--- config.mk ---
export PLATFORM = sky130hd
export DESIGN_NAME = slot_table_rotate_compact_flat
export DESIGN_NICKNAME = d
export VERILOG_FILES = /design/src/sv/stc_pkg.sv /design/src/sv/stc_ifs.sv /design/src/sv/slot_table_rotate_compact.sv /design/src/sv/stc_ctrl.sv /design/src/sv/stc_dp.sv /design/src/flat_wrapper.sv
export SDC_FILE = /design/constraint.sdc
export NUM_CORES = 2
export LEC_CHECK = 0
export BUFFER_PORTS_ARGS = -buffer_cell sky130_fd_sc_hd__buf_2
export CORE_UTILIZATION = 24
export CTS_BUF_LIST = sky130_fd_sc_hd__clkbuf_8
export CTS_CLUSTER_SIZE = 24
export DETAILED_ROUTE_END_ITERATION = 10
export PLACE_DENSITY = 0.43
export REMOVE_ABC_BUFFERS = 1
export SLEW_MARGIN = 0
export SYNTH_ARGS = -nofsm -noshare
export SYNTH_HDL_FRONTEND = slang
export SYNTH_SLANG_ARGS = --single-unit
--- constraint.sdc ---
create_clock -name clk -period 5.5 [get_ports clk]
set_input_delay 1.65 -clock clk [delete_from_list [all_inputs] [get_ports clk]]
set_output_delay 1.65 -clock clk [all_outputs]
set_load 0.005 [all_outputs]
--- src/sv/stc_pkg.sv ---
// shared types and constants for the slot table with rotate and compacted read
`timescale 1ns / 1ps
package stc_pkg;

	// fixed field widths of the item and result beats
	localparam int unsigned OP_W     = 2;
	localparam int unsigned VALUE_W  = 32;
	localparam int unsigned INDEX_W  = 4;
	localparam int unsigned COUNT_W  = 8;
	localparam int unsigned STATUS_W = 2;
	localparam int unsigned BIT_IW   = 3;

	typedef enum logic [OP_W-1:0] {
		OP_INSERT = 2'd0,
		OP_REMOVE = 2'd1,
		OP_ROTATE = 2'd2,
		OP_READ   = 2'd3
	} op_t;

	typedef enum logic [STATUS_W-1:0] {
		ST_OK        = 2'd0,
		ST_FULL      = 2'd1,
		ST_BAD_INDEX = 2'd2
	} status_t;

	typedef enum logic [2:0] {
		S_IDLE,
		S_INSERT,
		S_REMOVE,
		S_ROTATE,
		S_ROT_DONE,
		S_READ
	} state_t;

	// which result the output register is loaded with
	typedef enum logic [2:0] {
		RES_INSERT,
		RES_FULL,
		RES_REMOVE,
		RES_PLAIN,
		RES_READ
	} res_kind_t;

	// controller to datapath
	typedef struct packed {
		logic      load;
		logic      idx_inc;
		logic      pass_set;
		logic      wr_insert;
		logic      clr_used;
		logic      rot_step;
		logic      emit;
		res_kind_t kind;
	} dp_cmd_t;

	// datapath to controller
	typedef struct packed {
		logic slot_used;
		logic idx_last;
		logic pass;
		logic out_free;
		logic bit_last;
	} dp_stat_t;

endpackage

--- src/sv/stc_ifs.sv ---
// item and result channel interfaces
`timescale 1ns / 1ps
interface stc_item_if;
	import stc_pkg::*;

	logic               valid;
	logic               ready;
	logic [OP_W-1:0]    operation;
	logic [VALUE_W-1:0] value;
	logic [INDEX_W-1:0] slot_index;
	logic [COUNT_W-1:0] rotate_count;

	modport source (output valid, operation, value, slot_index, rotate_count, input ready);
	modport sink (input valid, operation, value, slot_index, rotate_count, output ready);
endinterface

interface stc_result_if;
	import stc_pkg::*;

	logic                valid;
	logic                ready;
	logic [STATUS_W-1:0] status;
	logic [INDEX_W-1:0]  slot;
	logic [VALUE_W-1:0]  element;
	logic                occupied;
	logic                last;

	modport source (output valid, status, slot, element, occupied, last, input ready);
	modport sink (input valid, status, slot, element, occupied, last, output ready);
endinterface

--- src/sv/slot_table_rotate_compact.sv ---
// top level of the slot table with insert, remove, rotate and compacted read
`timescale 1ns / 1ps
// Slot table of SLOTS entries, each a DATA_WIDTH value and an occupied flag.
// The item channel carries operation, value, slot_index and rotate_count; a
// beat is taken whenever the controller is idle, also while a result beat
// still waits in the output register. The result channel carries status,
// slot, element, occupied and last; last marks the final beat of an item.
// Steps per item, the sequencer handling one item at a time:
//   insert:  scan one slot per cycle for the lowest free one, holding at
//            the free or last slot while the output register is busy
//   remove:  clear the slot if in range and give the result
//   rotate:  one conditional rotate by (2**b) mod SLOTS per count bit,
//            then give the result
//   read:    two scans over the table, SLOTS result beats
// A result is registered and stays until taken; while the receiver stalls,
// the scan holds at the slot that has a beat to give. Reset clears the whole
// table and output valid flag at once; the block takes items right after it.
module slot_table_rotate_compact #(
	parameter int unsigned SLOTS      = 10,
	parameter int unsigned DATA_WIDTH = 32
) (
	input logic          clk,
	input logic          arst_n,
	stc_item_if.sink     item,
	stc_result_if.source result
);
	import stc_pkg::*;

	dp_cmd_t  cmd;
	dp_stat_t stat;
	logic     item_ready;

	assign item.ready = item_ready;

	// controller
	stc_ctrl u_ctrl (
		.clk        (clk),
		.arst_n     (arst_n),
		.item_valid (item.valid),
		.item_op    (op_t'(item.operation)),
		.item_ready (item_ready),
		.stat       (stat),
		.cmd        (cmd)
	);

	// datapath
	stc_dp #(
		.SLOTS      (SLOTS),
		.DATA_WIDTH (DATA_WIDTH)
	) u_dp (
		.clk               (clk),
		.arst_n            (arst_n),
		.item_value        (item.value),
		.item_slot_index   (item.slot_index),
		.item_rotate_count (item.rotate_count),
		.cmd               (cmd),
		.stat              (stat),
		.result            (result)
	);

endmodule

--- src/sv/stc_ctrl.sv ---
// controller state machine sequencing insert, remove, rotate and compacted read
`timescale 1ns / 1ps
module stc_ctrl (
	input  logic             clk,
	input  logic             arst_n,
	input  logic             item_valid,
	input  stc_pkg::op_t     item_op,
	output logic             item_ready,
	input  stc_pkg::dp_stat_t stat,
	output stc_pkg::dp_cmd_t  cmd
);
	import stc_pkg::*;

	state_t state_q;
	state_t state_nxt;
	logic   read_match;

	// compacted read takes occupied slots in the first pass, free ones in the second
	assign read_match = (stat.slot_used == !stat.pass);

	// state register
	always_ff @(posedge clk or negedge arst_n) begin
		if (!arst_n) begin
			state_q <= S_IDLE;
		end else begin
			state_q <= state_nxt;
		end
	end

	// next state
	always_comb begin
		state_nxt = state_q;
		unique case (state_q)
			S_IDLE: begin
				if (item_valid) begin
					unique case (item_op)
						OP_INSERT: state_nxt = S_INSERT;
						OP_REMOVE: state_nxt = S_REMOVE;
						OP_ROTATE: state_nxt = S_ROTATE;
						OP_READ:   state_nxt = S_READ;
						default:   state_nxt = S_IDLE;
					endcase
				end
			end
			S_INSERT: begin
				if ((!stat.slot_used || stat.idx_last) && stat.out_free) begin
					state_nxt = S_IDLE;
				end
			end
			S_REMOVE: begin
				if (stat.out_free) begin
					state_nxt = S_IDLE;
				end
			end
			S_ROTATE: begin
				if (stat.bit_last) begin
					state_nxt = S_ROT_DONE;
				end
			end
			S_ROT_DONE: begin
				if (stat.out_free) begin
					state_nxt = S_IDLE;
				end
			end
			S_READ: begin
				if ((!read_match || stat.out_free) && stat.idx_last && stat.pass) begin
					state_nxt = S_IDLE;
				end
			end
			default: state_nxt = S_IDLE;
		endcase
	end

	// outputs
	always_comb begin
		item_ready = 1'b0;
		cmd        = '0;
		cmd.kind   = RES_PLAIN;
		unique case (state_q)
			S_IDLE: begin
				item_ready = 1'b1;
				cmd.load   = item_valid;
			end
			S_INSERT: begin
				if (!stat.slot_used) begin
					if (stat.out_free) begin
						cmd.emit      = 1'b1;
						cmd.kind      = RES_INSERT;
						cmd.wr_insert = 1'b1;
					end
				end else if (stat.idx_last) begin
					if (stat.out_free) begin
						cmd.emit = 1'b1;
						cmd.kind = RES_FULL;
					end
				end else begin
					cmd.idx_inc = 1'b1;
				end
			end
			S_REMOVE: begin
				if (stat.out_free) begin
					cmd.emit     = 1'b1;
					cmd.kind     = RES_REMOVE;
					cmd.clr_used = 1'b1;
				end
			end
			S_ROTATE: begin
				cmd.rot_step = 1'b1;
			end
			S_ROT_DONE: begin
				if (stat.out_free) begin
					cmd.emit = 1'b1;
					cmd.kind = RES_PLAIN;
				end
			end
			S_READ: begin
				if (!read_match || stat.out_free) begin
					cmd.emit = read_match;
					cmd.kind = RES_READ;
					if (!stat.idx_last) begin
						cmd.idx_inc = 1'b1;
					end else if (!stat.pass) begin
						cmd.pass_set = 1'b1;
					end
				end
			end
			default: begin
				item_ready = 1'b0;
			end
		endcase
	end

endmodule

--- src/sv/stc_dp.sv ---
// datapath: slot storage, scan counters, rotate network and output register
`timescale 1ns / 1ps
module stc_dp #(
	parameter int unsigned SLOTS      = 10,
	parameter int unsigned DATA_WIDTH = 32
) (
	input  logic                        clk,
	input  logic                        arst_n,
	input  logic [stc_pkg::VALUE_W-1:0] item_value,
	input  logic [stc_pkg::INDEX_W-1:0] item_slot_index,
	input  logic [stc_pkg::COUNT_W-1:0] item_rotate_count,
	input  stc_pkg::dp_cmd_t            cmd,
	output stc_pkg::dp_stat_t           stat,
	stc_result_if.source                result
);
	import stc_pkg::*;

	localparam int unsigned IW     = $clog2(SLOTS);
	localparam int unsigned STEPS  = 1 << BIT_IW;
	localparam int unsigned CMP_W  = INDEX_W + 1;

	// slot storage
	logic [DATA_WIDTH-1:0] val_q [SLOTS];
	logic [SLOTS-1:0]      used_q;

	// operands of the item in progress
	logic [VALUE_W-1:0]  value_q;
	logic [INDEX_W-1:0]  sidx_q;
	logic [COUNT_W-1:0]  cnt_q;

	// scan state
	logic [IW-1:0]       idx_q;
	logic [IW-1:0]       k_q;
	logic                pass_q;
	logic [BIT_IW-1:0]   bit_q;

	// output register
	logic                out_valid_q;
	status_t             out_status_q;
	logic [INDEX_W-1:0]  out_slot_q;
	logic [VALUE_W-1:0]  out_element_q;
	logic                out_occ_q;
	logic                out_last_q;

	logic                out_free;
	logic                index_bad;
	logic [IW-1:0]       rem_idx;
	logic [63:0]         cur_wide;
	logic [63:0]         in_wide;
	logic [DATA_WIDTH-1:0] rot_v [STEPS][SLOTS];
	logic [SLOTS-1:0]      rot_u [STEPS];

	assign out_free  = !out_valid_q || result.ready;
	assign index_bad = CMP_W'(sidx_q) >= CMP_W'(SLOTS);
	assign rem_idx   = sidx_q[IW-1:0];
	assign cur_wide  = 64'(val_q[idx_q]);
	assign in_wide   = 64'(value_q);

	// rotate right by (2**b) mod SLOTS, one candidate per count bit
	for (genvar b = 0; b < STEPS; b++) begin : g_rot
		localparam int unsigned AMT = (1 << b) % SLOTS;
		for (genvar j = 0; j < SLOTS; j++) begin : g_slot
			localparam int unsigned SRC = (j + SLOTS - AMT) % SLOTS;
			assign rot_v[b][j] = val_q[SRC];
			assign rot_u[b][j] = used_q[SRC];
		end
	end

	// status toward the controller
	always_comb begin
		stat           = '0;
		stat.slot_used = used_q[idx_q];
		stat.idx_last  = (idx_q == IW'(SLOTS - 1));
		stat.pass      = pass_q;
		stat.out_free  = out_free;
		stat.bit_last  = (bit_q == BIT_IW'(STEPS - 1));
	end

	// scan counters
	always_ff @(posedge clk or negedge arst_n) begin
		if (!arst_n) begin
			idx_q  <= '0;
			k_q    <= '0;
			pass_q <= 1'b0;
			bit_q  <= '0;
		end else begin
			if (cmd.load) begin
				idx_q  <= '0;
				k_q    <= '0;
				pass_q <= 1'b0;
				bit_q  <= '0;
			end else begin
				if (cmd.idx_inc) begin
					idx_q <= idx_q + IW'(1);
				end
				if (cmd.pass_set) begin
					pass_q <= 1'b1;
					idx_q  <= '0;
				end
				if (cmd.rot_step) begin
					bit_q <= bit_q + BIT_IW'(1);
				end
				if (cmd.emit && (cmd.kind == RES_READ)) begin
					k_q <= k_q + IW'(1);
				end
			end
		end
	end

	// operand payload
	always_ff @(posedge clk) begin
		if (cmd.load) begin
			value_q <= item_value;
			sidx_q  <= item_slot_index;
			cnt_q   <= item_rotate_count;
		end
	end

	// slot table: insert, remove and rotate steps
	always_ff @(posedge clk or negedge arst_n) begin
		if (!arst_n) begin
			used_q <= '0;
			for (int i = 0; i < SLOTS; i++) begin
				val_q[i] <= '0;
			end
		end else begin
			if (cmd.wr_insert) begin
				used_q[idx_q] <= 1'b1;
				val_q[idx_q]  <= in_wide[DATA_WIDTH-1:0];
			end
			if (cmd.clr_used && !index_bad) begin
				used_q[rem_idx] <= 1'b0;
			end
			if (cmd.rot_step && cnt_q[bit_q]) begin
				used_q <= rot_u[bit_q];
				for (int i = 0; i < SLOTS; i++) begin
					val_q[i] <= rot_v[bit_q][i];
				end
			end
		end
	end

	// output valid
	always_ff @(posedge clk or negedge arst_n) begin
		if (!arst_n) begin
			out_valid_q <= 1'b0;
		end else if (cmd.emit) begin
			out_valid_q <= 1'b1;
		end else if (result.ready) begin
			out_valid_q <= 1'b0;
		end
	end

	// output beat payload
	always_ff @(posedge clk) begin
		if (cmd.emit) begin
			out_status_q  <= ST_OK;
			out_slot_q    <= '0;
			out_element_q <= '0;
			out_occ_q     <= 1'b0;
			out_last_q    <= 1'b1;
			case (cmd.kind)
				RES_INSERT: out_slot_q <= INDEX_W'(idx_q);
				RES_FULL:   out_status_q <= ST_FULL;
				RES_REMOVE: out_status_q <= index_bad ? ST_BAD_INDEX : ST_OK;
				RES_READ: begin
					out_slot_q    <= INDEX_W'(k_q);
					out_element_q <= cur_wide[VALUE_W-1:0];
					out_occ_q     <= !pass_q;
					out_last_q    <= (k_q == IW'(SLOTS - 1));
				end
				default: out_status_q <= ST_OK;
			endcase
		end
	end

	assign result.valid    = out_valid_q;
	assign result.status   = out_status_q;
	assign result.slot     = out_slot_q;
	assign result.element  = out_element_q;
	assign result.occupied = out_occ_q;
	assign result.last     = out_last_q;

endmodule

--- src/flat_wrapper.sv ---
// flat-port wrapper written by rule: the top's interface ports become plain ports
module slot_table_rotate_compact_flat import stc_pkg::*;
#(
	parameter int unsigned SLOTS      = 10,
	parameter int unsigned DATA_WIDTH = 32
)
  (clk, arst_n, item_valid, item_operation, item_value, item_slot_index, item_rotate_count, item_ready, result_valid, result_status, result_slot, result_element, result_occupied, result_last, result_ready);
  stc_item_if item_i ();
  stc_result_if result_i ();
  input logic clk;
  input logic arst_n;
  input wire logic [$bits(item_i.valid)-1:0] item_valid;
  input wire logic [$bits(item_i.operation)-1:0] item_operation;
  input wire logic [$bits(item_i.value)-1:0] item_value;
  input wire logic [$bits(item_i.slot_index)-1:0] item_slot_index;
  input wire logic [$bits(item_i.rotate_count)-1:0] item_rotate_count;
  output wire logic [$bits(item_i.ready)-1:0] item_ready;
  output wire logic [$bits(result_i.valid)-1:0] result_valid;
  output wire logic [$bits(result_i.status)-1:0] result_status;
  output wire logic [$bits(result_i.slot)-1:0] result_slot;
  output wire logic [$bits(result_i.element)-1:0] result_element;
  output wire logic [$bits(result_i.occupied)-1:0] result_occupied;
  output wire logic [$bits(result_i.last)-1:0] result_last;
  input wire logic [$bits(result_i.ready)-1:0] result_ready;
  assign item_i.valid = item_valid;
  assign item_i.operation = item_operation;
  assign item_i.value = item_value;
  assign item_i.slot_index = item_slot_index;
  assign item_i.rotate_count = item_rotate_count;
  assign item_ready = item_i.ready;
  assign result_valid = result_i.valid;
  assign result_status = result_i.status;
  assign result_slot = result_i.slot;
  assign result_element = result_i.element;
  assign result_occupied = result_i.occupied;
  assign result_last = result_i.last;
  assign result_i.ready = result_ready;
  slot_table_rotate_compact #(.SLOTS(SLOTS), .DATA_WIDTH(DATA_WIDTH)) u_core (.clk(clk), .arst_n(arst_n), .item(item_i), .result(result_i));
endmodule
# --- After elaboration in Yosys (flattened, before gate mapping) ---
# Index checks and enable logic that the tools add are counted.
totals:
  register_bits: 430
  inputBits: 50
  out_inout_bits: 42
  wordCells: 158
op_classes:
  addsub: 3
  magnitude_cmp: 9
  n_eq_ne: 20
  n_mux: 68
  bitwise_logic: 5
  n_reduce_logical: 28
op_table:
  columns: ["cell", "n"]
  rows:
  - ["320-bit two-way mux", 4]
  - ["320-bit binary-select mux with 3-bit select", 1]
  - ["320-bit bitwise mux", 1]
  - ["32-bit binary-select mux with 4-bit select", 1]
  - ["32-bit demux with 4-bit select", 1]
  - ["32-bit two-way mux", 3]
  - ["10-bit two-way mux", 5]
  - ["4-bit two-way mux", 12]
  - ["10-bit binary-select mux with 3-bit select", 1]
  - ["3-bit two-way mux", 7]
  - ["1-bit two-way mux", 20]
  - ["4-bit one-hot mux with 4 select lines", 1]
  - ["3-bit one-hot mux with 5 select lines", 1]
  - ["3-bit == test (second input constant)", 4]
  - ["3-bit one-hot mux with 4 select lines", 1]
  - ["10-bit AND", 1]
  - ["4-bit by 5-bit less-than comparator with 1-bit output (second input constant)", 2]
  - ["10-bit inverter", 1]
  - ["10-bit bitwise OR", 1]
  - ["2-bit nonzero test", 5]
  - ["3-bit by 2-bit == test with 1-bit output (second input constant)", 3]
  - ["1-bit logical AND", 9]
  - ["4-bit by 1-bit adder with 4-bit output (second input constant)", 2]
  - ["1-bit demux with 4-bit select", 2]
  - ["other kinds (28)", 44]

# --- Logic depth before layout (Yosys ltp) ---
depth:
  word_depth: 11
  depth_mapped: 12
  ltp_nobuf: 8

# --- By module ---
# From an unflattened synthesis, not the netlist that was laid out.
unflattened:
  hier_cells: 2713
  hier_area_um2: 33565.9
by_module_without_submodules:
  columns: ["module", "n_inst", "cells_each", "area_per_inst_um2", "seq_area_each_um2"]
  rows:
  - ["stc_dp", 1, 2663, 33146.8, 11105.7]
  - ["stc_ctrl", 1, 50, 419.2, 75.1]

# --- Worst setup path after synthesis ---
# OpenSTA, ideal clock, no wires.
synth_timing:
  kind: "in2reg"
  startpoint: "input port result_ready"
  endpoint: "register u_core.u_dp.out_element_q[0] (netlist: u_core.u_dp.result.element[0]) (enable)"
  setup_time_ns: 0.452
  arrival_time_ns: 4.275
  t_required_ns: 5.048
  path_slack_ns: 0.773
  path_stages: 4
  path_buffers: 1
  cell_sequence: "nand2b_1 nand2_1 buf_2 o2111ai_1"
synth_rtl:
  columns: ["element", "line_no", "text"]
  rows:
  - ["start: declaration", "flat_wrapper.sv:24", "input wire logic [$bits(result_i.ready)-1:0] result_ready;"]
  - ["end signal: assignment", "stc_dp.sv:168", "out_element_q <= cur_wide[VALUE_W-1:0];"]
  - ["end: declaration", "stc_dp.sv:41", "logic [VALUE_W-1:0] out_element_q;"]

# --- Worst setup path after layout ---
layout_timing:
  startpoint: "register u_core.u_ctrl.state_q[2]"
  endpoint: "output port item_ready"
layout_between:
  elab_chain_cells: 2
layout_lines:
  columns: ["element", "line_no", "text"]
  rows:
  - ["start: declaration", "stc_ctrl.sv:14", "state_t state_q;"]
  - ["start signal: assignment", "stc_ctrl.sv:26", "state_q <= state_nxt;"]
  - ["3-bit logical NOT", "stc_ctrl.sv:79", "unique case (state_q)"]
  - ["1-bit two-way mux", "stc_ctrl.sv:79", null]
  - ["end: declaration", "flat_wrapper.sv:17", "output wire logic [$bits(item_i.ready)-1:0] item_ready;"]
# Every way passes these cells.

==> results.toml <==
[worst_setup_path]
rrSetupSlack_ns = 1.81
slowest_stage = "dfrtp_1"
cp_max_fo = 16
max_stage_delay_ns = 0.57
r2r_cells = 7
crit_arrival_ns = 2.09
cp-end-kind = "output port"
regToRegEndpoint = "u_core.u_dp.rot_v[151]"
critPathRequiredTime_ns = 3.85
crit_type = "reg2out"
start_kind = "register"
path_cells = "or2_2 > nor2_1 > buf_2"
worstReg2RegStart = "u_core.u_dp.idx_q[1]"

[global_route]
antenna_found_initial = 3
grt_usage = 0.151
grt_pass1_wl_mm = 166
grt-ovfl-total = 0
grt_max_degree = 148
grt_pass1_vias = 24300

[synth]
synth_common_cells = "mux4_2, mux2i_1, nand2_1, dfrtp_1, mux2_2"
syn_inst = 2763
synth_edf_count = 84
synth.top_cell.area_share = 0.266
synthesis.area_sq_um = 33600
synth_seq_cells = 430
ys_warn_count = 0
yosysSeqAreaShare = 0.332
yosys-top-cells-area = "mux4_2, dfrtp_1, mux2i_1, mux2_2, edfxtp_1"
synthArstFlopShare = 0.805
synth.distinct_cells = 62
avgSynthCellArea_sq_um = 12.2
synth.most_common_cell = "mux4_2"
yosysTopAreaCell = "mux4_2"
synth-main-ff-cell = "dfrtp_1"

[min_path]
hold_end = "u_core.u_dp.k_q[2]"
worst_hold_path_type = "reg2reg"
min-delay-start = "u_core.u_dp.k_q[2]"
holdPathStages = 1

[flow_run]
maxCapViolCount = 0

[floorplan]
design.core.area_sq_um = 139000
start_util = 0.241
dieArea_sq_um = 142000
core.rowCount = 137
die_h_um = 376
pin_count = 92
die_x_um = 376

[pwr]
p_leak_nw = 12.5
ir_drop_mv = 0.274
total_power_w = 0.0229
cellPowerDensity_nw_per_um2 = 610

[routing]
vias = 24000
drc = 0
routedWlPerCell_um = 22.9
drtPass1Iterations = 5
wl_mm = 107
drtIter0Drc = 1821
routed_via_density = 5.16
postRouteAntennaNets = 0

[clock_network]
cts_tree = "done"
cts_hold_buf = 0
clock_path_buffers = 3
cts.repair.resized = 0
postCtsSetupRepairBufs = 0
insertion_delay_ns = 0.77
clockRootBuffer = "clkbuf_8"
cts_num_sinks = 430
htree_levels = 3
clkTransAtPathRegs_ns = 0.06
cts_buffers = 90

[sta]
post-route-min-period_ns = 3.74
fin_skew_ns = 0.0293
timing.fmax_mhz = 267
hold_viol_final = 0
worst_pin_slew_ns = 1.08
setup_tns_ns = 0
drv_slew = 0
relSlewSlack = 0.280
finalSetupViolCount = 0
rsz0062_at_grt = "false"
period_share = 0.680

[placement]
hpwl_mm = 58.8
gp_congestion = 0.738
io_buffers = 91

[cells_and_area]
drive_above_1_share = 0.366
nNetsFinal = 2763
post-route-util = 0.269
area_growth_pct = 11.5

[outcome]
status = "finished, final reports clean"
-- how the worst max path moves through the flow --
| stage | start | endpoint | slack, ns | cells after the start |
|---|---|---|---|---|
| 2_1_floorplan | u_core.u_dp.bit_q[1] | u_core.u_dp.rot_v[0] | -29.70 | 4 |
| 3_3_place_gp | result_ready | u_core.u_dp.rot_v[78] | 1.49 | 8 |
| 3_5_place_dp | result_ready | u_core.u_dp.rot_v[74] | 1.44 | 8 |
| 4_1_cts | u_core.u_ctrl.state_q[2] | item_ready | 1.66 | 3 |
| 5_1_grt | u_core.u_dp.idx_q[1] | u_core.u_dp.rot_v[151] | 1.61 | 7 |
| 6_report | u_core.u_ctrl.state_q[2] | item_ready | 1.76 | 3 |
-- where the power goes --
part	internal (W)	switching, W
registers	0.00489	0.00312
clock network	0.00172	0.00164
logic	0.00692	0.00460
-- registers in the layout (all words and copies together), names as in the netlist, 3 cells and up --
signal,count
u_core.u_dp.value_q,32
u_core.u_dp.idx_q,4
u_core.u_dp.cnt_q,8
u_core.u_dp.rem_idx,4
u_core.u_dp.result.slot,4
u_core.u_dp.k_q,4
u_core.u_dp.used_q,10
u_core.u_dp.rot_v,320
u_core.u_ctrl.state_q,3
u_core.u_dp.result.element,32
u_core.u_dp.bit_q,3
-- worst max-delay path: cells and delay by family, from the launching register on --
kind                   cells  cell delay (ns)
buffers and inverters      1             0.17
flip-flops                 1             0.57
AND/OR/NAND/NOR            2             0.59
-- metal layers --
metal | routed length (um) | vias to the layer above | part of all wire | track usage
met3 | 4130 | 128 | 0.039 | 0.0222
met2 | 49300 | 523 | 0.46 | 0.231
met1 | 51300 | 12800 | 0.48 | 0.222
li1 | - | 10600 | - | -
met4 | 2030 | 0 | 0.019 | 0.0387
met5 | 0 | - | 0 | 0
-- logic make-up (layout without fill, tap and decap cells) --
logic type,count (synthesis),count (layout),share of synthesized area
buffers and inverters,306,319,0.0411
AOI/OAI and AO/OA,395,395,0.0649
DFF,430,430,0.332
and+or+nand+nor,515,515,0.0684
adders and majority gates,10,10,0.00372
xor gates and xnor gates,2,2,0.000744
other,0,5,0
muxes,1105,1105,0.489
-- cells in the final DEF, fill, tap and decap left out, types with 40 or more instances in the layout --
cell type,synthesis,routed
mux4_2,397,397
mux2i_1,379,379
nand2_1,349,349
dfrtp_1,346,340
mux2_2,328,328
o21ai_1,232,232
clkbuf_8,0,104
buf_2,29,90
edfxtp_1,84,84
o21ai_0,83,83
inv_1,12,46
nand3_1,46,46
o22ai_1,40,40
-- per-stage QoR --
stage	cells	instance area [sq um]	worst slack, ns	hold slack, ns
finish	4657	37500	1.76	0.528
global route	4657	37500	1.61	0.545
CTS	4652	37500	1.66	0.526
detailed placement	4487	35800	1.44	0.517
global placement	4487	35800	1.49	0.520
floorplan	2470	32300	-29.70	0.476
-- final cells by class --
class	count	area, sq um
Antenna cell	5	12.5
Clock inverter	61	264
Fill cell	14400	102000
Clock buffer	104	1430
Inverter	13	51.3
Multi-Input combinational cell	2027	21100
Timing Repair Buffer	141	1080
Tap cell	1876	2350
Sequential cell	430	11200
Note: power is estimated with default switching activity, not from simulation.
